[config.mk]
export PLATFORM = sky130hd
export DESIGN_NAME = lav_front
export DESIGN_NICKNAME = d
export VERILOG_FILES = /design/src/rtl/lav_pkg.sv /design/src/rtl/lav_front.sv
export SDC_FILE = /design/constraint.sdc
export NUM_CORES = 1
export LEC_CHECK = 0
export ABC_AREA = 0
export BUFFER_PORTS_ARGS = -buffer_cell sky130_fd_sc_hd__buf_2
export CAP_MARGIN = 20
export CORE_UTILIZATION = 30
export CTS_CLUSTER_DIAMETER = 30
export CTS_CLUSTER_SIZE = 12
export DETAILED_ROUTE_END_ITERATION = 6
export HOLD_SLACK_MARGIN = 0.08
export SLEW_MARGIN = 10
export SYNTH_ARGS = -nofsm -noshare
export SYNTH_HDL_FRONTEND = slang
export SYNTH_SLANG_ARGS = --single-unit
[constraint.sdc]
create_clock -name i_clk -period 6.69 [get_ports i_clk]
set_clock_uncertainty 0.2 [all_clocks]
set_input_delay 0.669 -clock i_clk [delete_from_list [all_inputs] [get_ports i_clk]]
set_output_delay 0.669 -clock i_clk [all_outputs]
set_load 0.02 [all_outputs]
[src/rtl/lav_pkg.sv]
package lav_pkg;

    localparam int COORD_W  = 32;
    localparam int DIFF_W   = COORD_W + 1;
    localparam int COEF_W   = 32;
    localparam int UNIT_FB  = 30;
    localparam int IN_W     = 6 * COORD_W;
    localparam int OUT_W    = 136;

    typedef logic signed [COORD_W-1:0] t_coord;
    typedef logic signed [DIFF_W-1:0]  t_diff;
    typedef logic signed [COEF_W-1:0]  t_coef;

    // one camera job, eye point plus view difference and degenerate flag
    typedef struct packed {
        t_coord eye_x;
        t_coord eye_y;
        t_coord eye_z;
        t_diff  d_x;
        t_diff  d_y;
        t_diff  d_z;
        logic   deg;
    } t_job;

    // handshake between front, queue and back
    typedef struct packed {
        logic valid;
        t_job job;
    } t_job_bus;

endpackage

[src/rtl/lav_front.sv]
module lav_front (
    input  logic                  i_clk,
    input  logic                  i_rst_n,
    input  logic                  i_valid,
    output logic                  o_ready,
    input  logic [lav_pkg::IN_W-1:0] i_data,
    output lav_pkg::t_job_bus     o_push,
    input  logic                  i_push_ready
);
    import lav_pkg::*;

    logic   r_valid;
    t_job   r_job;
    t_job   n_job;
    t_coord w_tx, w_ty, w_tz;

    assign w_tx = t_coord'(i_data[4*COORD_W-1:3*COORD_W]);
    assign w_ty = t_coord'(i_data[5*COORD_W-1:4*COORD_W]);
    assign w_tz = t_coord'(i_data[6*COORD_W-1:5*COORD_W]);

    always_comb begin
        n_job.eye_x = t_coord'(i_data[COORD_W-1:0]);
        n_job.eye_y = t_coord'(i_data[2*COORD_W-1:COORD_W]);
        n_job.eye_z = t_coord'(i_data[3*COORD_W-1:2*COORD_W]);
        n_job.d_x   = t_diff'(n_job.eye_x) - t_diff'(w_tx);
        n_job.d_y   = t_diff'(n_job.eye_y) - t_diff'(w_ty);
        n_job.d_z   = t_diff'(n_job.eye_z) - t_diff'(w_tz);
        // eye on target, or view along the up axis
        n_job.deg   = (n_job.d_x == '0) && (n_job.d_z == '0);
    end

    assign o_ready      = !r_valid || i_push_ready;
    assign o_push.valid = r_valid;
    assign o_push.job   = r_job;

    always_ff @(posedge i_clk) begin
        if (!i_rst_n) begin
            r_valid <= 1'b0;
        end else if (o_ready) begin
            r_valid <= i_valid;
        end
        if (o_ready && i_valid) begin
            r_job <= n_job;
        end
    end

endmodule

==> reports/summary.md, run 1 <==
## Layout
* **footprint of the flip-flops and latches** 0.00591 mm^2
* **number of fill cells in the layout** 3782
* **final-stage net count** 1743
* **combined area of the multi-input logic cells** 0.00517 mm^2
* **layout cell share with drive strength beyond 1** 30.4%
* **layout-stage area growth over the synthesis result** 27.1%

## Global routing
* **most congested layer reported by global routing** met2
* **global routing usage on met2** 31.8%
* **number of global-route vias before repair** 9347
* **total congestion overflow** 0
* **GR Util met1** 19.4%
* **maximum number of pins on one net before global-route repair** 78
* **met3 Track Usage GR** 4.71%
* **global-route wire length before repair** 50800 um
* **initial antenna violation count** 6
* **aggregate global-route resource usage** 17.3%

## Timing
* **pins over their slew limit** 0
* **crit share post-route** 66.6%
* **f_max** 0.225 GHz
* **clock period minus worst slack** 4.45 ns
* **RSZ-0062 raised after global routing** no
* **count of final setup violators** 0
* **worst slew slack as a fraction of its limit** 35.2%
* **transition time of the tightest slew-check pin** 0.972 ns
* **final hold viol count** 0
* **Total Negative Setup Slacks** 0 ns

## Clocking
* **Post-CTS Repair Setup Buffers** 0
* **H-tree levels** 4
* **clock slew at the register clock pins of the worst setup and hold paths** 0.07 ns
* **clock tree from TritonCTS** built
* **buffer levels on the longest clock path** 2
* **clk sink count** 197
* **hold bufs inserted after CTS** 0
* **clock buffer count from CTS** 17
* **clock tree root driver cell** clkbuf_16
* **Skew-Pair Late Insertion Delay** 0.45 ns
* **number of gates resized after cts** 0

## Setup path
* **critical path fanouts, max** 6
* **FF-to-FF Start** r_valid
* **Largest stage delay, worst path** 0.61 ns
* **worst setup path startpoint** i_data[0]
* **kind of cell adding the most delay to the critical path** simple AND/OR/NAND/NOR gates
* **Worst Path Arrival** 4.58 ns
* **crit path buf inv count** 2
* **crit path launch type** input port
* **critical path start-end classification** input port to flip-flop
* **Slowest-stage cell, CP** or4b_1
* **critical path, cell by cell** buf_2 -> inv_1 -> ha_1 -> fa_1 -> and2b_1 -> o31ai_2 -> a2111oi_0 -> and4bb_1 -> o31a_1 -> o31ai_1 -> xor2_1 -> or4b_1 -> nor4b_1 -> and4b_1 -> and4b_1
* **kind of capture point of the worst setup path** flip-flop
* **cell with the most instances on the worst path** and4b_1
* **WP data required** 6.81 ns

## Run
* **max capacitance violation total** 0

## Placement
* **half-perimeter wire length after detailed placement** 28500 um
* **weighted congestion reported at the end of routability-driven placement** 0.858
* **count of buffers inserted at the top-level ports** 393

## Power
* **total power** 3.59 mW
* **worst IR drop on VDD** 181 uV
* **Power per Cell Area** 243 mW/mm^2
* **Leak Pwr** 6.69 nW

## Synthesis
* **Syn Area/Cell** 11.1 um^2
* **ys async rst share** 0%
* **number of flops mapped to enable cells by yosys** 196
* **synth top area cells** edfxtp_1, ha_1, inv_1
* **Post-Synthesis Net Count** 1345
* **proportion of netlist area held by the largest area contributor** 50.6%
* **number of synthesis warnings** 0
* **sequential share of the synthesized area** 50.7%
* **summed instance area of the synthesized netlist** 0.0116 mm^2
* **synthesized flop and latch total** 197
* **number of instances in the synthesized netlist** 1050
* **primary flip-flop cell chosen by synthesis mapping** edfxtp_1
* **unique cell type count in the Yosys netlist** 77
* **cell type with the highest aggregate area in the netlist** edfxtp_1

## Worst hold path
* **Worst Min Path Start** i_data[0]
* **class of the tightest hold or removal check** input port to flip-flop

## Die
* **height of the die** 199 um
* **width of the chip** 199 um
* **initial standard-cell utilization of the core** 30.7%
* **Std-Cell Core Area** 0.0379 mm^2
* **number of rows in the core area** 71
* **# IOs** 394
* **area of the die** 0.0396 mm^2

## Detailed routing
* **via count** 9469
* **Via density** 4.80
* **Final ANT Viol Nets** 0
* **First-pass DRT Iterations** 5
* **DR DRC count** 0
* **Iter 0 DRT Violations** 332
* **aggregate routed wire length** 34900 um
* **Routed WL per cell** 17.7 um

## Status
* **status** finished clean

-- metal layers --
| layer | vias up | part of all wire [%] |
|---|---|---|
| li1 | 4683 | - |
| met1 | 4441 | 41 |
| met2 | 306 | 51 |
| met3 | 33 | 6.2 |
| met4 | 6 | 1.6 |
| met5 | - | 0.12 |
-- cells in the mapped netlist, types with 12 or more instances --
| master | count |
|---|---|
| inv_1 | 131 |
| o21bai_1 | 12 |
| edfxtp_1 | 196 |
| nor2_1 | 50 |
| nand4_1 | 15 |
| nand3_1 | 20 |
| xor2_1 | 28 |
| nand2_1 | 47 |
| a21o_1 | 33 |
| o21a_1 | 23 |
| ha_1 | 96 |
| nor3_1 | 22 |
| a21oi_1 | 76 |
| o21ai_0 | 47 |
| xnor2_1 | 49 |
| clkbuf_1 | 15 |
-- layout make-up --
type | instances | area share, %
multi-input combinational | 705 | 35.0
sequential | 197 | 39.9
clock inverter | 13 | 1.04
inverter | 131 | 3.33
tap | 511 | 4.32
antenna | 3 | 0.0508
timing repair buffer | 396 | 13.5
clock buffer | 18 | 2.90
-- cells in the final DEF, fill, tap and decap left out, types with 10 or more instances in the layout --
cell type / n
xnor2_1: 49
ha_1: 96
nor2b_1: 11
inv_1: 131
a31oi_1: 11
a211oi_1: 11
o21ai_0: 47
nand4_1: 15
buf_2: 393
o21bai_1: 12
edfxtp_1: 196
xor2_1: 28
a21oi_1: 76
o21a_1: 23
nand3_1: 20
nor3_1: 22
a21o_1: 33
and3_1: 10
clkbuf_16: 17
nand2_1: 47
nor2_1: 50
-- report_power, final --
group | total, mW | internal, mW | switching (mW)
Sequential | 1.55 | 1.52 | 0.0291
Clock | 1.06 | 0.585 | 0.476
Combinational | 0.979 | 0.357 | 0.622
Total | 3.59 | 2.46 | 1.13
-- registers in the layout, summed over array words and instances (netlist names) --
name / cells
r_valid: 1
o_push: 196
-- through the flow --
step | util (%) | instances | worst slack [ns] | instance area [um^2] | hold WS [ns]
floorplan | - | 1050 | 0.480 | 11600 | 0.453
global placement | 37.4 | 1940 | 1.89 | 14200 | 0.307
detailed placement | 37.4 | 1940 | 1.79 | 14200 | 0.342
CTS | 39.0 | 1971 | 2.28 | 14800 | 0.164
global route | 39.0 | 1971 | 1.96 | 14800 | 0.171
finish | 39.0 | 1974 | 2.24 | 14800 | 0.206
-- kinds of logic after synthesis --
kind of cell	Yosys count	share of synthesized area, %
buf+inv	148	4.84
xor+xnor	77	5.80
mux	2	0.172
fa+ha+maj	99	10.8
simple gates	234	10.6
compound gates	293	17.0
flops	197	50.7
-- worst paths after layout --
| path | endpoint | slack [ns] | cells past startpoint |
|---|---|---|---|
| max reg2reg | o_push[64] | 4.01 | 3 |
| max | o_push[0] | 2.24 | 15 |
| min reg2reg | r_valid | 0.34 | 2 |
| min | o_push[164] | 0.21 | 1 |
Note: power is estimated with default switching activity, not from simulation.
==> inputs of run 2 (changes only) <==
==> constraint.sdc (replaced) <==
create_clock -name i_clk -period 4.3 [get_ports i_clk]
set_clock_uncertainty 0.2 [all_clocks]
set_input_delay 0.43 -clock i_clk [delete_from_list [all_inputs] [get_ports i_clk]]
set_output_delay 0.43 -clock i_clk [all_outputs]
set_load 0.02 [all_outputs]
==> run 2 against run 1 <==
Effect of this change: final cell count grew 6.4%; flip-flop and latch count stayed put; worst setup slack worse by 2.2 ns; clock power is 61% higher; hold slack lost 0.074 ns; register-to-register slack worse by 1.7 ns.
==> reports/summary.md, run 2 (same netlist as run 1, synthesis figures left out) <==
## Status
* **status** finished clean, unchanged

## Clocking
* **H-tree levels** 4, unchanged
* **clock slew at the register clock pins of the worst setup and hold paths** 0.07 ns, about the same
* **clock buffer count from CTS** 17, unchanged
* **clock tree from TritonCTS** built, unchanged
* **Post-CTS Repair Setup Buffers** 0, unchanged
* **buffer levels on the longest clock path** 2, unchanged
* **clk sink count** 197, unchanged
* **clock tree root driver cell** clkbuf_16, unchanged
* **Skew-Pair Late Insertion Delay** 0.47 ns, was 0.45 ns

## Layout
* **final-stage net count** 1869, was 1743
* **most frequent cells in the layout** buf_2, edfxtp_1, inv_1, unchanged
* **leading cell type in the layout, fill and taps excluded** buf_2, unchanged
* **max reg flops** 196, unchanged
* **layout cell share with drive strength beyond 1** 30.6%, was 30.4%
* **final std cells w/o fill** 2100, was 1974
* **layout-stage area growth over the synthesis result** 38.5%, was 27.1%

## Global routing
* **aggregate global-route resource usage** 18.2%, was 17.3%
* **initial antenna violation count** 8, was 6
* **global-route wire length before repair** 53600 um, was 50800 um
* **total congestion overflow** 0, unchanged
* **maximum number of pins on one net before global-route repair** 68, was 78
* **number of global-route vias before repair** 9805, was 9347

## Setup path
* **worst setup path startpoint** i_data[7], was i_data[0]
* **FF-to-FF Start** r_valid, unchanged
* **reg-to-reg setup timing slack** 2.28 ns, was 4.01 ns
* **critical path, cell by cell** dlygate4sd3_1 -> buf_2 -> ha_1 -> buf_4 -> a2111oi_4 -> a2111o_1 -> nand4_1 -> a31o_2 -> a21boi_0 -> xnor2_1 -> or4_1 -> nor4_1 -> and4b_1 -> and4b_1, was buf_2 -> inv_1 -> ha_1 -> fa_1 -> and2b_1 -> o31ai_2 -> a2111oi_0 -> and4bb_1 -> o31a_1 -> o31ai_1 -> xor2_1 -> or4b_1 -> nor4b_1 -> and4b_1 -> and4b_1
* **cell with the most instances on the worst path** and4b_1, unchanged
* **path length in cells of the critical path** 14, was 15
* **WP data required** 4.43 ns, was 6.81 ns
* **Worst Path Arrival** 4.36 ns, was 4.58 ns
* **kind of cell adding the most delay to the critical path** simple AND/OR/NAND/NOR gates, unchanged
* **last element of the critical path** o_push[0], unchanged
* **kind of capture point of the worst setup path** flip-flop, unchanged
* **critical path start-end classification** input port to flip-flop, unchanged
* **Slowest-stage cell, CP** or4_1, was or4b_1
* **critical path fanouts, max** 5, was 6
* **crit path launch type** input port, unchanged
* **Largest stage delay, worst path** 0.56 ns, was 0.61 ns
* **crit path buf inv count** 3, was 2
* **Reg2Reg Depth** 3, unchanged
* **R2R Path End** o_push[63], was o_push[64]

## Die
* **Std-Cell Core Area** 0.0379 mm^2, unchanged
* **width of the chip** 199 um, unchanged
* **number of rows in the core area** 71, unchanged
* **initial standard-cell utilization of the core** 30.7%, unchanged
* **# IOs** 394, unchanged
* **height of the die** 199 um, unchanged
* **area of the die** 0.0396 mm^2, unchanged

## Timing
* **crit share post-route** 98.4%
* **f_max** 0.236 GHz
* **count of final setup violators** 0, unchanged
* **clock period minus worst slack** 4.23 ns
* **worst slew slack as a fraction of its limit** 64.6%, was 35.2%
* **pins over their slew limit** 0, unchanged
* **RSZ-0062 raised after global routing** yes, was no
* **smallest setup slack after layout** 0.0681 ns, was 2.24 ns
* **transition time of the tightest slew-check pin** 0.518 ns, was 0.972 ns
* **final hold viol count** 0, unchanged

## Worst hold path
* **hold-critical path depth** 3, was 1
* **class of the tightest hold or removal check** input port to flip-flop, unchanged

## Placement
* **weighted congestion reported at the end of routability-driven placement** 0.872, was 0.858
* **count of buffers inserted at the top-level ports** 393, unchanged
* **Setup WS pre-CTS** -0.258 ns, was 1.79 ns
* **Placed Cells incl. Taps** 1968, was 1940
* **half-perimeter wire length after detailed placement** 28800 um, was 28500 um

## Detailed routing
* **First-pass DRT Iterations** 4, was 5
* **aggregate routed wire length** 36200 um, was 34900 um
* **Via density** 4.69, was 4.80
* **DR DRC count** 0, unchanged
* **Iter 0 DRT Violations** 281, was 332
* **Routed WL per cell** 17.2 um, was 17.7 um
* **Final ANT Viol Nets** 0, unchanged
* **via count** 9854, was 9469

## Power
* **Leak Pwr** 7.27 nW, was 6.69 nW
* **Power per Cell Area** 358 mW/mm^2, was 243 mW/mm^2
* **worst IR drop on VDD** 296 uV, was 181 uV

## Run
* **max capacitance violation total** 0, unchanged

run 2: cell count changes in the layout (fill, tap and decap cells not counted), moves of 3 or more:
cell and change:
a2111oi_0 -3, dlygate4sd3_1 +98, buf_4 +26, clkinv_4 +4
run 2: layout make-up:
class | instances | area [um^2]
fillers | 3607 | 21800
flip-flops and latches | 197 | 5910
multi-input cells | 705 | 5250
repair buffers | 522 | 3210
well taps | 511 | 639
inverters | 131 | 492
clock buffers | 20 | 437
clock inverters | 11 | 176
diodes | 3 | 7.51
run 2: report_power, final:
part	internal, mW	leakage, nW	switching, mW
clock	0.974	0.295	0.740
sequential	2.36	1.90	0.0481
combinational	0.651	5.07	0.994
total	3.98	7.27	1.78
run 2: stage by stage:
stage / TNS, ns / hold slack [ns] / total power [mW] / cell area [um^2] / utilization, %
global placement: -0.180 / 0.306 / 4.01 / 14400 / 38.0
CTS: 0 / 0.0930 / 5.84 / 16000 / 42.3
detailed placement: -0.258 / 0.366 / 4.01 / 14400 / 38.0
global route: -0.0627 / 0.134 / 6.06 / 16100 / 42.5
finish: 0 / 0.132 / 5.77 / 16100 / 42.5
floorplan: 0 / 0.329 / 3.44 / 11600 / -
run 2: worst min path at each step:
stage | slack (ns) | to | startpoint
after floorplan | 0.33 | o_push[100] | i_data[64]
after global placement | 0.31 | r_valid | r_valid
after detailed placement | 0.37 | r_valid | r_valid
after CTS | 0.09 | o_push[34] | i_data[128]
after global routing | 0.13 | o_push[34] | i_data[128]
final | 0.13 | o_push[34] | i_data[128]
run 2: repair_timing:
| item | CTS | global route |
|---|---|---|
| hold buffers | 98 | 0 |
| gates resized for setup | 0 | 20 |
| endpoints found under the hold margin | 97 | 0 |
| setup endpoints to repair | 0 | 2 |
run 2: layer usage:
metal  track usage [%]  vias to the layer above  wire, um
li1                  -                     4939         -
met1              20.8                     4569     15000
met2              32.7                      292     18300
met3              4.53                       44      2110
met4              6.24                       10       724
met5                 0                        -        54
run 2: worst min-delay path, stage by stage:
cell	delay, ns
buf_2	0.08
ha_1	0.10
inv_1	0.03
