==> src/rtl/lav_pkg.sv <==
package lav_pkg;

    localparam int COORD_W  = 32;
    localparam int DIFF_W   = COORD_W + 1;
    localparam int COEF_W   = 32;
    localparam int UNIT_FB  = 30;
    localparam int IN_W     = 6 * COORD_W;
    localparam int OUT_W    = 136;

    typedef logic signed [COORD_W-1:0] t_coord;
    typedef logic signed [DIFF_W-1:0]  t_diff;
    typedef logic signed [COEF_W-1:0]  t_coef;

    // one camera job, eye point plus view difference and degenerate flag
    typedef struct packed {
        t_coord eye_x;
        t_coord eye_y;
        t_coord eye_z;
        t_diff  d_x;
        t_diff  d_y;
        t_diff  d_z;
        logic   deg;
    } t_job;

    // handshake between front, queue and back
    typedef struct packed {
        logic valid;
        t_job job;
    } t_job_bus;

endpackage

==> src/rtl/lav_queue.sv <==
module lav_queue (
    input  logic              i_clk,
    input  logic              i_rst_n,
    input  lav_pkg::t_job_bus i_push,
    output logic              o_push_ready,
    output lav_pkg::t_job_bus o_head,
    input  logic              i_pop_ready
);
    import lav_pkg::*;

    t_job       r_mem [2];
    logic       r_wp;
    logic       r_rp;
    logic [1:0] r_cnt;
    logic       w_push;
    logic       w_pop;

    assign o_push_ready = (r_cnt != 2'd2);
    assign o_head.valid = (r_cnt != 2'd0);
    assign o_head.job   = r_mem[r_rp];
    assign w_push       = i_push.valid && o_push_ready;
    assign w_pop        = o_head.valid && i_pop_ready;

    always_ff @(posedge i_clk) begin
        if (!i_rst_n) begin
            r_wp  <= 1'b0;
            r_rp  <= 1'b0;
            r_cnt <= 2'd0;
        end else begin
            if (w_push) begin
                r_wp <= !r_wp;
            end
            if (w_pop) begin
                r_rp <= !r_rp;
            end
            r_cnt <= r_cnt + 2'(w_push) - 2'(w_pop);
        end
        if (w_push) begin
            r_mem[r_wp] <= i_push.job;
        end
    end

endmodule

==> config.mk <==
export PLATFORM = sky130hd
export DESIGN_NAME = lav_queue
export DESIGN_NICKNAME = d
export VERILOG_FILES = /design/src/rtl/lav_pkg.sv /design/src/rtl/lav_queue.sv
export SDC_FILE = /design/constraint.sdc
export NUM_CORES = 1
export LEC_CHECK = 0
export ABC_CLOCK_PERIOD_IN_PS = 8250
export BUFFER_PORTS_ARGS = -buffer_cell sky130_fd_sc_hd__buf_2
export CAP_MARGIN = 20
export CORE_ASPECT_RATIO = 0.6
export CORE_MARGIN = 2
export CORE_UTILIZATION = 40
export DETAILED_ROUTE_END_ITERATION = 8
export SETUP_SLACK_MARGIN = 0.02
export SYNTH_ARGS = -nofsm -noshare
export SYNTH_HDL_FRONTEND = slang
export SYNTH_SLANG_ARGS = --single-unit
export TNS_END_PERCENT = 1
==> constraint.sdc <==
create_clock -name i_clk -period 8.25 [get_ports i_clk]
set_input_delay 1.2375 -clock i_clk [delete_from_list [all_inputs] [get_ports i_clk]]
set_output_delay 1.2375 -clock i_clk [all_outputs]
set_load 0.01 [all_outputs]
==> summary.txt, run 1 <==
Outcome
  • Status: completed

Worst hold path
  • Path category of the worst min-delay check: flip-flop to flip-flop

Global routing
  • Initial antenna violation count: 4
  • Pin count of the biggest net entering global routing: about 130
  • First-pass GRT wire length: 44700 um
  • GR Util All Layers: between 10% and 20%
  • Vias in the first global route: between 7000 and 8000
  • GRT overflow: 0

Critical path
  • Setup crit end kind: output pin
  • CP max FO: just over 60
  • Worst R2R End: r_mem[0][62]$_DFFE_PP_
  • Crit path required time: 7.01 ns
  • R2R cell count: 4
  • CP arrival: 2.65 ns
  • Largest stage delay, worst path: ~0.86 ns
  • Critical Path Sink: o_head[40]
  • Kind of critical path: flip-flop to output pin
  • Crit-path cells: buf_4 > mux2_2 > buf_2
  • Worst Setup Start Kind: flip-flop
  • Reg2Reg Setup Slack: 5.25 ns
  • Slowest CP cell: buf_4
  • RR Startpoint: r_cnt[0]$_SDFF_PN0_

Final layout
  • Multi-input logic area: slightly below 3000 um^2
  • Sequential cell area: 11900 um^2
  • Util after Layout: about 51%
  • Layout net count: around 1300
  • Layout cells sized above 1: around 61%
  • Fillers: 3073
  • Synth-to-layout area growth: 24.2%

CTS
  • TritonCTS Sinks: slightly below 400
  • Post-cts resize count: 0
  • CTS Hold Bufs: 0
  • Root Driver: clkbuf_16
  • Reg clk slew, reported paths: 0.06 ns
  • CTS H-tree lvls: 2
  • Clock buffer depth: 3
  • TritonCTS Buffers: 38
  • TritonCTS clock tree: done
  • Setup Buffers After CTS: 0
  • Insertion delay to the later sink of the worst-skew pair: around 0.53 ns

Synth
  • Share of synthesized area occupied by flip-flops and latches: between 70% and 80%
  • Post-Syn Area: ~15000 um^2
  • Syn nets: around 840
  • Area leader, netlist: edfxtp_1
  • Synth top cells by count: edfxtp_1 (392), mux2_4 (140), mux2_2 (56)
  • Share of synthesized registers carrying an async set or reset: 0%
  • Synth cell types: 25
  • Avg Inst Size Synth: about 23 um^2
  • Synth top area cells: edfxtp_1 (79%), mux2_4 (14%), mux2_2 (4.2%)
  • Gate count of the mapped netlist: 640
  • Number of flops mapped to enable cells by yosys: ~390
  • Ys Warns: 0
  • Yosys top cell area share: roughly four fifths
  • Register bit count reported by yosys: a little under 400
  • Synth Flop Type: edfxtp_1
  • Most frequent cell after synthesis: edfxtp_1

Timing
  • Max Slew Vio Count: 0
  • Skew final: between 0.01 and 0.015 ns
  • Worst rel slew slack: 26.2%
  • Setup-failing EPs final: 0
  • Worst-margin pin slew: roughly 1.1 ns
  • Tmin final: between 3 and 4 ns
  • Setup TNS: 0 ns
  • Period utilisation layout: 47.2%
  • Unrepaired setup endpoints after global routing: false
  • Timing-limited maximum frequency: approximately 260 MHz
  • Hold Fails Final Rpt: 0

Floorplanning
  • Io pins: between 300 and 400
  • Placeable Area: 36600 um^2
  • Site Rows: 54
  • Die height: 154 um
  • Die X-Extent: 254 um
  • Initial Util: between 40% and 50%
  • Die area: roughly 40000 um^2

Drt
  • Final ANT Viol Nets: 0
  • Drt pass-1 iters: 4
  • Via density: approximately 4.6
  • Routed wire length: ~30000 um
  • Drt first-iter violations: between 400 and 500
  • DRC violations left: 0
  • WL/cell: between 15 and 20 um
  • Via count: 7388

Pwr
  • Switching Share: 25.7%
  • Register share of total power: ~47%
  • Logic pwr share: 21.8%
  • Leakage: 0.00715 uW
  • Net Sw Power: 1360 uW
  • Peak VDD IR: between 200 and 250 uV
  • Clock power frac: about 31%
  • Power density over cell area: 285 nW/um^2
  • Internal power: approximately 4000 uW

Place
  • Post-DP HPWL: between 20000 and 25000 um
  • Routability cong.: between 0.7 and 0.8
  • Port buffer count: 397

Run
  • Max-cap violations: 0
==> sequential cells by signal, summed over array words and instances, names as in the netlist, named ones only <==
| register | flops |
|---|---|
| r_wp | 1 |
| r_cnt | 2 |
| r_rp | 1 |
| r_mem | 392 |
==> power groups by stage <==
| stage | clock network, uW | logic, uW | registers, uW |
|---|---|---|---|
| after floorplan | 0 | 789 | 2560 |
| after global placement | 0 | 1170 | 2550 |
| after detailed placement | 0 | 1170 | 2560 |
| after CTS | 1690 | 1180 | 2510 |
| after global routing | 1770 | 1230 | 2530 |
| final | 1630 | 1150 | 2510 |
==> layout by cell type (no fill, tap or decap) <==
cell,synthesis,routed
nor4bb_1,1,1
and3_4,0,1
mux2_2,56,56
nor3_1,1,1
nand3_1,1,1
clkbuf_1,0,6
clkbuf_16,0,38
buf_2,5,397
and2b_1,1,1
inv_8,0,1
and3_1,2,1
nand3b_1,1,1
ha_1,1,1
diode_2,0,1
a21bo_2,1,1
nor2_1,4,4
and2_1,1,1
clkbuf_8,0,3
inv_1,2,1
nand2b_1,1,1
or2_2,1,1
mux2_4,140,140
o21ai_0,2,2
clkinv_2,0,5
o31a_1,1,1
a21oi_1,1,1
inv_6,0,3
nor4_1,1,1
edfxtp_1,392,392
buf_4,0,6
clkinv_1,0,8
clkinvlp_4,0,1
dfxtp_4,0,1
bufinv_16,0,1
clkinv_4,0,2
o21ba_2,1,1
dfxtp_1,5,4
xor2_1,1,1
clkinv_8,0,1
==> worst min-delay path by stage <==
stage / cells after the start / to / slack [ns] / start
4_1_cts: 2 / flip-flop / 0.52 / r_rp$_SDFFE_PN0P_
2_1_floorplan: 2 / flip-flop / 0.47 / r_rp$_SDFFE_PN0P_
5_1_grt: 2 / r_rp$_SDFFE_PN0P_ / 0.56 / r_rp$_SDFFE_PN0P_
3_5_place_dp: 2 / flip-flop / 0.49 / r_rp$_SDFFE_PN0P_
3_3_place_gp: 2 / flip-flop / 0.49 / r_rp$_SDFFE_PN0P_
6_report: 2 / flip-flop / 0.52 / r_rp$_SDFFE_PN0P_
==> final cells by class <==
type / count / share of cell area [%]
multi-input cells: 219 / 15.5
clock inverters: 21 / 0.820
repair buffers: 403 / 10.9
inverters: 2 / 0.0807
well taps: 504 / 3.39
clock buffers: 47 / 5.45
flip-flops and latches: 397 / 63.8
diodes: 1 / 0.0134
==> per-stage QoR <==
stage	hold WS, ns	setup WS, ns	area, um^2	power, uW	cells
after global placement	0.485	4.48	17400	3720	1525
after CTS	0.516	4.32	18600	5380	1593
after detailed placement	0.490	4.47	17400	3730	1525
after floorplan	0.472	1.90	15000	3350	640
final	0.519	4.36	18600	5300	1594
after global routing	0.562	4.21	18600	5540	1593
==> routing by layer <==
layer / part of all wire, % / GRT usage [%]
met5: 0.036 / 0
met4: 2.0 / 3.78
met3: 7.8 / 5.08
met2: 47 / 24.7
met1: 43 / 19.8
==> logic make-up after synthesis <==
family | Yosys count | share of synthesized area (%)
multiplexers | 196 | 18.2
XOR/XNOR | 1 | 0.0585
AO/OA/AOI/OAI | 6 | 0.292
adder cells (fa/ha/maj) | 1 | 0.0835
flip-flops | 397 | 79.2
AND/OR/NAND/NOR | 15 | 0.585
buffers and inverters | 24 | 1.49
==> worst max-delay path, delay by kind of cell (launching register included) <==
kind	cells	cell delay (ns)
multiplexers	1	0.42
buffers and inverters	2	1.01
flip-flops	1	0.58
(Power assumes the default switching activity.)
==> inputs of run 2 (changes only) <==
--- a/config.mk
+++ b/config.mk
@@ -5,7 +5,8 @@
 export SDC_FILE = /design/constraint.sdc
 export NUM_CORES = 1
 export LEC_CHECK = 0
-export ABC_CLOCK_PERIOD_IN_PS = 8250
+export ABC_AREA = 1
+export ABC_CLOCK_PERIOD_IN_PS = 3800
 export BUFFER_PORTS_ARGS = -buffer_cell sky130_fd_sc_hd__buf_2
 export CAP_MARGIN = 20
 export CORE_ASPECT_RATIO = 0.6
==> constraint.sdc (replaced) <==
create_clock -name i_clk -period 3.8 [get_ports i_clk]
set_input_delay 0.57 -clock i_clk [delete_from_list [all_inputs] [get_ports i_clk]]
set_output_delay 0.57 -clock i_clk [all_outputs]
set_load 0.01 [all_outputs]
==> run 2 against run 1 <==
Combinational power rose to 2.7 times the previous value; final cell count increased by 1.4%; utilization up 0.95 points; synthesized cell count up 0.94%; sequential cell count unchanged; largest cell class unchanged.
==> summary.txt, run 2 <==
Outcome
  • Status: completed

Timing
  • Skew final: 0.0146 ns
  • Unrepaired setup endpoints after global routing: false
  • Timing-limited maximum frequency: 346 MHz
  • Tmin final: 2.89 ns
  • Setup TNS: 0 ns
  • Setup WS post-layout: around 0.91 ns
  • Worst rel slew slack: between 50 and 60%
  • Min Hold Slack: roughly 0.23 ns
  • Worst-margin pin slew: between 0.7 and 0.8 ns
  • Period utilisation layout: about three quarters
  • Hold Fails Final Rpt: 0
  • Setup-failing EPs final: 0
  • Max Slew Vio Count: 0

CTS
  • Clock buffer depth: 3
  • CTS H-tree lvls: 2
  • TritonCTS clock tree: done
  • TritonCTS Sinks: a little under 400
  • CTS Hold Bufs: 0
  • Post-cts resize count: 0
  • Setup Buffers After CTS: 0
  • Root Driver: clkbuf_16
  • TritonCTS Buffers: 38
  • Reg clk slew, reported paths: ~0.06 ns
  • Insertion delay to the later sink of the worst-skew pair: 0.52 ns

Global routing
  • GR Util All Layers: about 15%
  • Pin count of the biggest net entering global routing: 120
  • First-pass GRT wire length: roughly 45000 um
  • GRT overflow: 0
  • Vias in the first global route: approximately 7600
  • Initial antenna violation count: 11

Synth
  • Compound-Gate Fraction of Synth Area: 0.0335%
  • Most frequent cell after synthesis: edfxtp_1
  • Synth Area in Simple Gates: 0.536%
  • Synth Area in Adders: less than 1%
  • Share of synthesized area occupied by flip-flops and latches: between 70 and 80%
  • Synth top area cells: edfxtp_1 (79%), mux2_4 (14%), mux2_2 (4.2%)
  • XOR/XNOR Fraction of Synth Area: 0.0586%
  • Synth cell types: 13
  • Syn nets: 847
  • Share of synthesized registers carrying an async set or reset: 0%
  • Avg Inst Size Synth: 23.1 um^2
  • Mux contribution to synthesized area: 18.3%
  • Gate count of the mapped netlist: 646
  • Number of flops mapped to enable cells by yosys: roughly 390
  • Post-Syn Area: between 10000 and 15000 um^2
  • Ys Warns: 0
  • Synth top cells by count: edfxtp_1 (392), mux2_4 (140), mux2_2 (56)
  • Synth Flop Type: edfxtp_1
  • Area leader, netlist: edfxtp_1
  • Register bit count reported by yosys: about 400
  • Main combinational cell family by area after synthesis: multiplexers
  • Yosys top cell area share: approximately 79%

Critical path
  • RR Startpoint: r_cnt[0]$_SDFF_PN0_
  • Setup crit end kind: output pin
  • Critical Path Sink: o_head[175]
  • CP arrival: 2.32 ns
  • Largest stage delay, worst path: 0.80 ns
  • Reg2Reg Setup Slack: between 1.5 and 2 ns
  • Worst Setup Start Kind: flip-flop
  • R2R cell count: 5
  • CP max FO: 48
  • Slowest CP cell: dfxtp_4
  • Worst R2R End: r_mem[1][130]$_DFFE_PP_
  • Crit path required time: between 3 and 4 ns
  • Crit-path cells: buf_12 > mux2_4 > buf_2
  • Kind of critical path: flip-flop to output pin

Place
  • Placed insts: 1544
  • Port buffer count: approximately 400
  • Routability cong.: about 0.75
  • Post-DP HPWL: around 20000 um
  • Place WS: between 1 and 1.5 ns

Floorplanning
  • Die height: between 150 and 200 um
  • Die X-Extent: between 200 and 300 um
  • Site Rows: 54
  • Die area: just under 40000 um^2
  • Placeable Area: ~37000 um^2
  • Io pins: about 400
  • Initial Util: a little over 40%

Drt
  • Drt first-iter violations: ~410
  • Drt pass-1 iters: 4
  • DRC violations left: 0
  • Via density: between 4 and 5
  • Final ANT Viol Nets: 0
  • Via count: 7364
  • WL/cell: between 15 and 20 um
  • Routed wire length: just over 30000 um

Worst hold path
  • Hold Path Stages: 1
  • Path category of the worst min-delay check: input pin to flip-flop

Final layout
  • Synth-to-layout area growth: 26.6%
  • Fillers: between 2000 and 3000
  • Commonest non-fill, non-tap cell in the layout: buf_2
  • Largest register FFs: a little under 400
  • Most frequent cells in the layout: buf_2 (397), edfxtp_1 (392), mux2_4 (140), mux2_2 (56), clkbuf_16 (39)
  • Biggest regs: r_mem x392, r_cnt x2
  • Sequential cell area: between 10000 and 15000 um^2
  • Final Non-Filler Cells: 1617
  • Biggest register: r_mem
  • Layout net count: 1281
  • Multi-input logic area: 2870 um^2
  • Layout cells sized above 1: 60.5%

Run
  • Max-cap violations: 0

Pwr
  • Leakage: 0.00732 uW
  • Power density over cell area: 675 nW/um^2
  • Peak VDD IR: between 300 and 400 uV
## run 2: how the worst min path moves through the flow
stage / from / to / slack, ns
2_1_floorplan: r_rp$_SDFFE_PN0P_ / flip-flop / 0.47
3_3_place_gp: r_rp$_SDFFE_PN0P_ / r_rp$_SDFFE_PN0P_ / 0.48
3_5_place_dp: r_rp$_SDFFE_PN0P_ / r_rp$_SDFFE_PN0P_ / 0.49
4_1_cts: i_push[1] / r_mem[1][1]$_DFFE_PP_ / 0.19
5_1_grt: i_push[156] / r_mem[0][156]$_DFFE_PP_ / 0.19
6_report: i_push[172] / r_mem[1][172]$_DFFE_PP_ / 0.23
## run 2: kinds of logic (layout without fill, tap and decap cells)
family | count (synthesis) | in the layout
other cells | 0 | 4
flops | 397 | 397
compound gates | 1 | 1
fa+ha+maj | 1 | 1
xor+xnor | 1 | 1
mux | 196 | 196
buf+inv | 29 | 492
simple gates | 21 | 21
## run 2: where the power goes
part / internal, uW / switching (uW)
logic: 1530 / 1580
registers: 5550 / 202
clock network: 2360 / 1550
## run 2: through the flow
stage / util [%] / cell area (um^2) / power (uW)
after CTS: 51.7 / 18900 / 13000
final: 51.8 / 18900 / 12800
after global routing: 51.8 / 18900 / 13400
after global placement: 48.2 / 17600 / 8990
after floorplan: - / 15000 / 7900
after detailed placement: 48.2 / 17600 / 9020
## run 2: critical path: cells and delay by family (launching register included)
| kind | cells | cell delay (ns) |
|---|---|---|
| flops | 1 | 0.80 |
| buf+inv | 2 | 0.53 |
| mux | 1 | 0.34 |
## run 2: cell type report
type | count | area share [%]
Tap cell | 504 | 3.33
Antenna cell | 4 | 0.0529
Clock inverter | 24 | 1.55
Timing Repair Buffer | 416 | 11.7
Sequential cell | 397 | 62.8
Multi-Input combinational cell | 220 | 15.2
Inverter | 7 | 0.139
Clock buffer | 45 | 5.28
## run 2: layer usage
layer	track usage [%]	part of all wire, %	wire length [um]	vias to the layer above
li1	-	-	-	3436
met1	19.5	42	12900	3603
met2	24.1	46	14100	251
met3	5.69	8.9	2700	66
met4	4.40	2.2	664	8
met5	0	0.16	50	-
==> inputs of run 3 (changes only) <==
--- a/config.mk
+++ b/config.mk
@@ -5,14 +5,15 @@
 export SDC_FILE = /design/constraint.sdc
 export NUM_CORES = 1
 export LEC_CHECK = 0
-export ABC_AREA = 1
-export ABC_CLOCK_PERIOD_IN_PS = 3800
+export ABC_AREA = 0
+export ABC_CLOCK_PERIOD_IN_PS = 2350
 export BUFFER_PORTS_ARGS = -buffer_cell sky130_fd_sc_hd__buf_2
 export CAP_MARGIN = 20
 export CORE_ASPECT_RATIO = 0.6
 export CORE_MARGIN = 2
 export CORE_UTILIZATION = 40
 export DETAILED_ROUTE_END_ITERATION = 8
+export PLACE_DENSITY = 0.66
 export SETUP_SLACK_MARGIN = 0.02
 export SYNTH_ARGS = -nofsm -noshare
 export SYNTH_HDL_FRONTEND = slang
==> constraint.sdc (replaced) <==
create_clock -name i_clk -period 2.35 [get_ports i_clk]
set_input_delay 0.3525 -clock i_clk [delete_from_list [all_inputs] [get_ports i_clk]]
set_output_delay 0.3525 -clock i_clk [all_outputs]
set_load 0.01 [all_outputs]
==> run 3 against run 2 <==
Wire length increased by 7.7%; critical endpoint is now o_head[75]; first-iteration DRC count decreased by 4.9%; critical path depth increased by 1; global-route usage increased by 1.1 points; critical path type unchanged; power increased by 51%; sequential power increased by 53%.
==> summary.txt, run 3 (same netlist as run 1, synthesis figures left out) <==
CTS
  • TritonCTS Sinks: ~400
  • Insertion delay to the later sink of the worst-skew pair: roughly 0.52 ns
  • Clock buffer depth: 3
  • Root Driver: clkbuf_16
  • TritonCTS Buffers: 37
  • Reg clk slew, reported paths: ~0.06 ns
  • TritonCTS clock tree: done
  • CTS H-tree lvls: 2

Final layout
  • Fillers: 2854
  • Most frequent cells in the layout: buf_2 (397), edfxtp_1 (392), mux2_4 (140), dlygate4sd3_1 (132), mux2_2 (56)
  • Biggest register: r_mem
  • Commonest non-fill, non-tap cell in the layout: buf_2
  • Final Non-Filler Cells: 1751
  • Multi-input logic area: 2900 um^2
  • Layout cells sized above 1: between 50% and 60%
  • Final instance area: a little over 20000 um^2
  • Biggest regs: r_mem x392, r_cnt x2
  • Util after Layout: 55.5%
  • Layout net count: 1416
  • Largest register FFs: ~400
  • Synth-to-layout area growth: 35.7%
  • Sequential cell area: 11900 um^2

Place
  • Routability cong.: 0.760
  • Post-DP HPWL: ~22000 um
  • Place WS: roughly 0.64 ns
  • Port buffer count: between 300 and 400
  • Placed insts: between 1500 and 2000
  • Placed cell areas: around 18000 um^2

Timing
  • Tmin final: approximately 2.3 ns
  • Worst-margin pin slew: between 0.5 and 0.6 ns
  • Worst rel slew slack: approximately three fifths
  • Max Slew Vio Count: 0
  • Setup WS post-layout: between 0.09 and 0.1 ns
  • Skew final: 0.0125 ns
  • Unrepaired setup endpoints after global routing: true
  • Hold Fails Final Rpt: 0
  • Period utilisation layout: 96.0%
  • Setup-failing EPs final: 0
  • Timing-limited maximum frequency: between 400 and 500 MHz

Pwr
  • Switching Share: 25.0%
  • Net Sw Power: 4830 uW
  • Peak VDD IR: ~750 uV
  • Power density over cell area: roughly 950 nW/um^2
  • Logic pwr share: between 20% and 30%
  • Internal power: around 14000 uW
  • Leakage: ~0.0079 uW
  • Register share of total power: roughly 46%
  • Clock power frac: roughly a third

Drt
  • WL/cell: ~19 um
  • Via count: a little over 8000
  • DRC violations left: 0
  • Routed wire length: ~33000 um
  • Via density: between 4 and 5
  • Drt first-iter violations: 392
  • Drt pass-1 iters: 4
  • Final ANT Viol Nets: 0

Global routing
  • First-pass GRT wire length: approximately 49000 um
  • Pin count of the biggest net entering global routing: 93
  • Initial antenna violation count: 2
  • Vias in the first global route: approximately 8400
  • GRT met3 Usage: 4.99%
  • GRT overflow: 0
  • Most Used Layer, Global Route: met2
  • GR Util met2: between 20% and 30%
  • Met1 Usage GRT: a little over a fifth
  • GR Util All Layers: 16.3%

Outcome
  • Status: completed

Floorplanning
  • Placeable Area: roughly 37000 um^2
  • Die X-Extent: roughly 250 um
  • Initial Util: a little over 40%
  • Die area: slightly below 40000 um^2
  • Site Rows: 54
  • Io pins: ~400
  • Die height: 154 um

Critical path
  • Setup crit end kind: output pin
  • RR Startpoint: r_cnt[0]$_SDFF_PN0_
  • Reg2Reg Setup Slack: approximately 0.65 ns
  • Crit path required time: 2.00 ns
  • R2R cell count: 4
  • CP arrival: roughly 1.9 ns
  • Kind of critical path: flip-flop to output pin
  • Worst R2R End: r_mem[0][83]$_DFFE_PP_
  • CP max FO: 25
  • Worst Setup Start Kind: flip-flop

Worst hold path
  • Path category of the worst min-delay check: input pin to flip-flop
  • Hold_sp: i_push[134]
  • Hold Path Stages: 1
  • Worst hold endpoint: r_mem[1][134]$_DFFE_PP_

Run
  • Max-cap violations: 0
==> run 3: cell types whose count changed in the layout (fill, tap and decap cells not counted), moves of 3 or more <==
cell,change
nand2_1,-9
buf_4,+6
inv_1,-6
nor2_1,-3
dlygate4sd3_1,+132
buf_12,+3
==> run 3: worst max-delay path, stage by stage, from the launching register on <==
cell and delay (ns):
dfxtp_4 0.39, buf_12 0.21, buf_12 0.26, mux2_4 0.33, buf_2 0.14
==> run 3: layout make-up <==
class                      count  share of cell area [%]
clock inverter                25                    1.21
tap                          504                    3.10
inverter                       2                  0.0554
timing repair buffer         558                    18.1
multi-input combinational    219                    14.3
clock buffer                  43                    4.87
antenna                        3                  0.0369
sequential                   397                    58.4
==> run 3: how the worst max path moves through the flow <==
stage                                   start               endpoint  slack, ns  cells after the start
after global routing                flip-flop            o_head[150]      0.001                      4
after CTS                           flip-flop            o_head[163]       0.06                      4
final                               flip-flop             o_head[75]       0.09                      4
after global placement              flip-flop              o_head[2]       0.65                      3
after floorplan           r_cnt[0]$_SDFF_PN0_  r_mem[0][0]$_DFFE_PP_      -1.60                      3
after detailed placement            flip-flop            o_head[126]       0.64                      4
==> run 3: what timing repair did <==
item,in CTS,in global routing
gates resized for setup,0,1
buffers inserted,0,0
hold buffers,127,5
hold endpoints to repair,251,9
endpoints found under the setup margin,0,44
==> run 3: power groups by stage <==
stage	registers, uW	clock network, uW	logic [uW]
2_1_floorplan	8940	0	2780
3_3_place_gp	8930	0	4240
3_5_place_dp	8940	0	4280
4_1_cts	8790	6240	4470
5_1_grt	8850	6500	4730
6_report	8790	6050	4440
==> run 3: routing by layer <==
metal,wire length [um],part of all wire (%)
met1,14300,44
met5,0,0
met3,2550,7.8
met2,15200,46
met4,691,2.1
==> run 3: through the flow <==
stage	total power [uW]	setup TNS [ns]	hold slack [ns]
6_report	19300	0	0.0310
5_1_grt	20100	0	0.00116
4_1_cts	19500	0	0.000225
3_5_place_dp	13200	0	0.494
3_3_place_gp	13200	0	0.485
2_1_floorplan	11700	-512.52	0.451
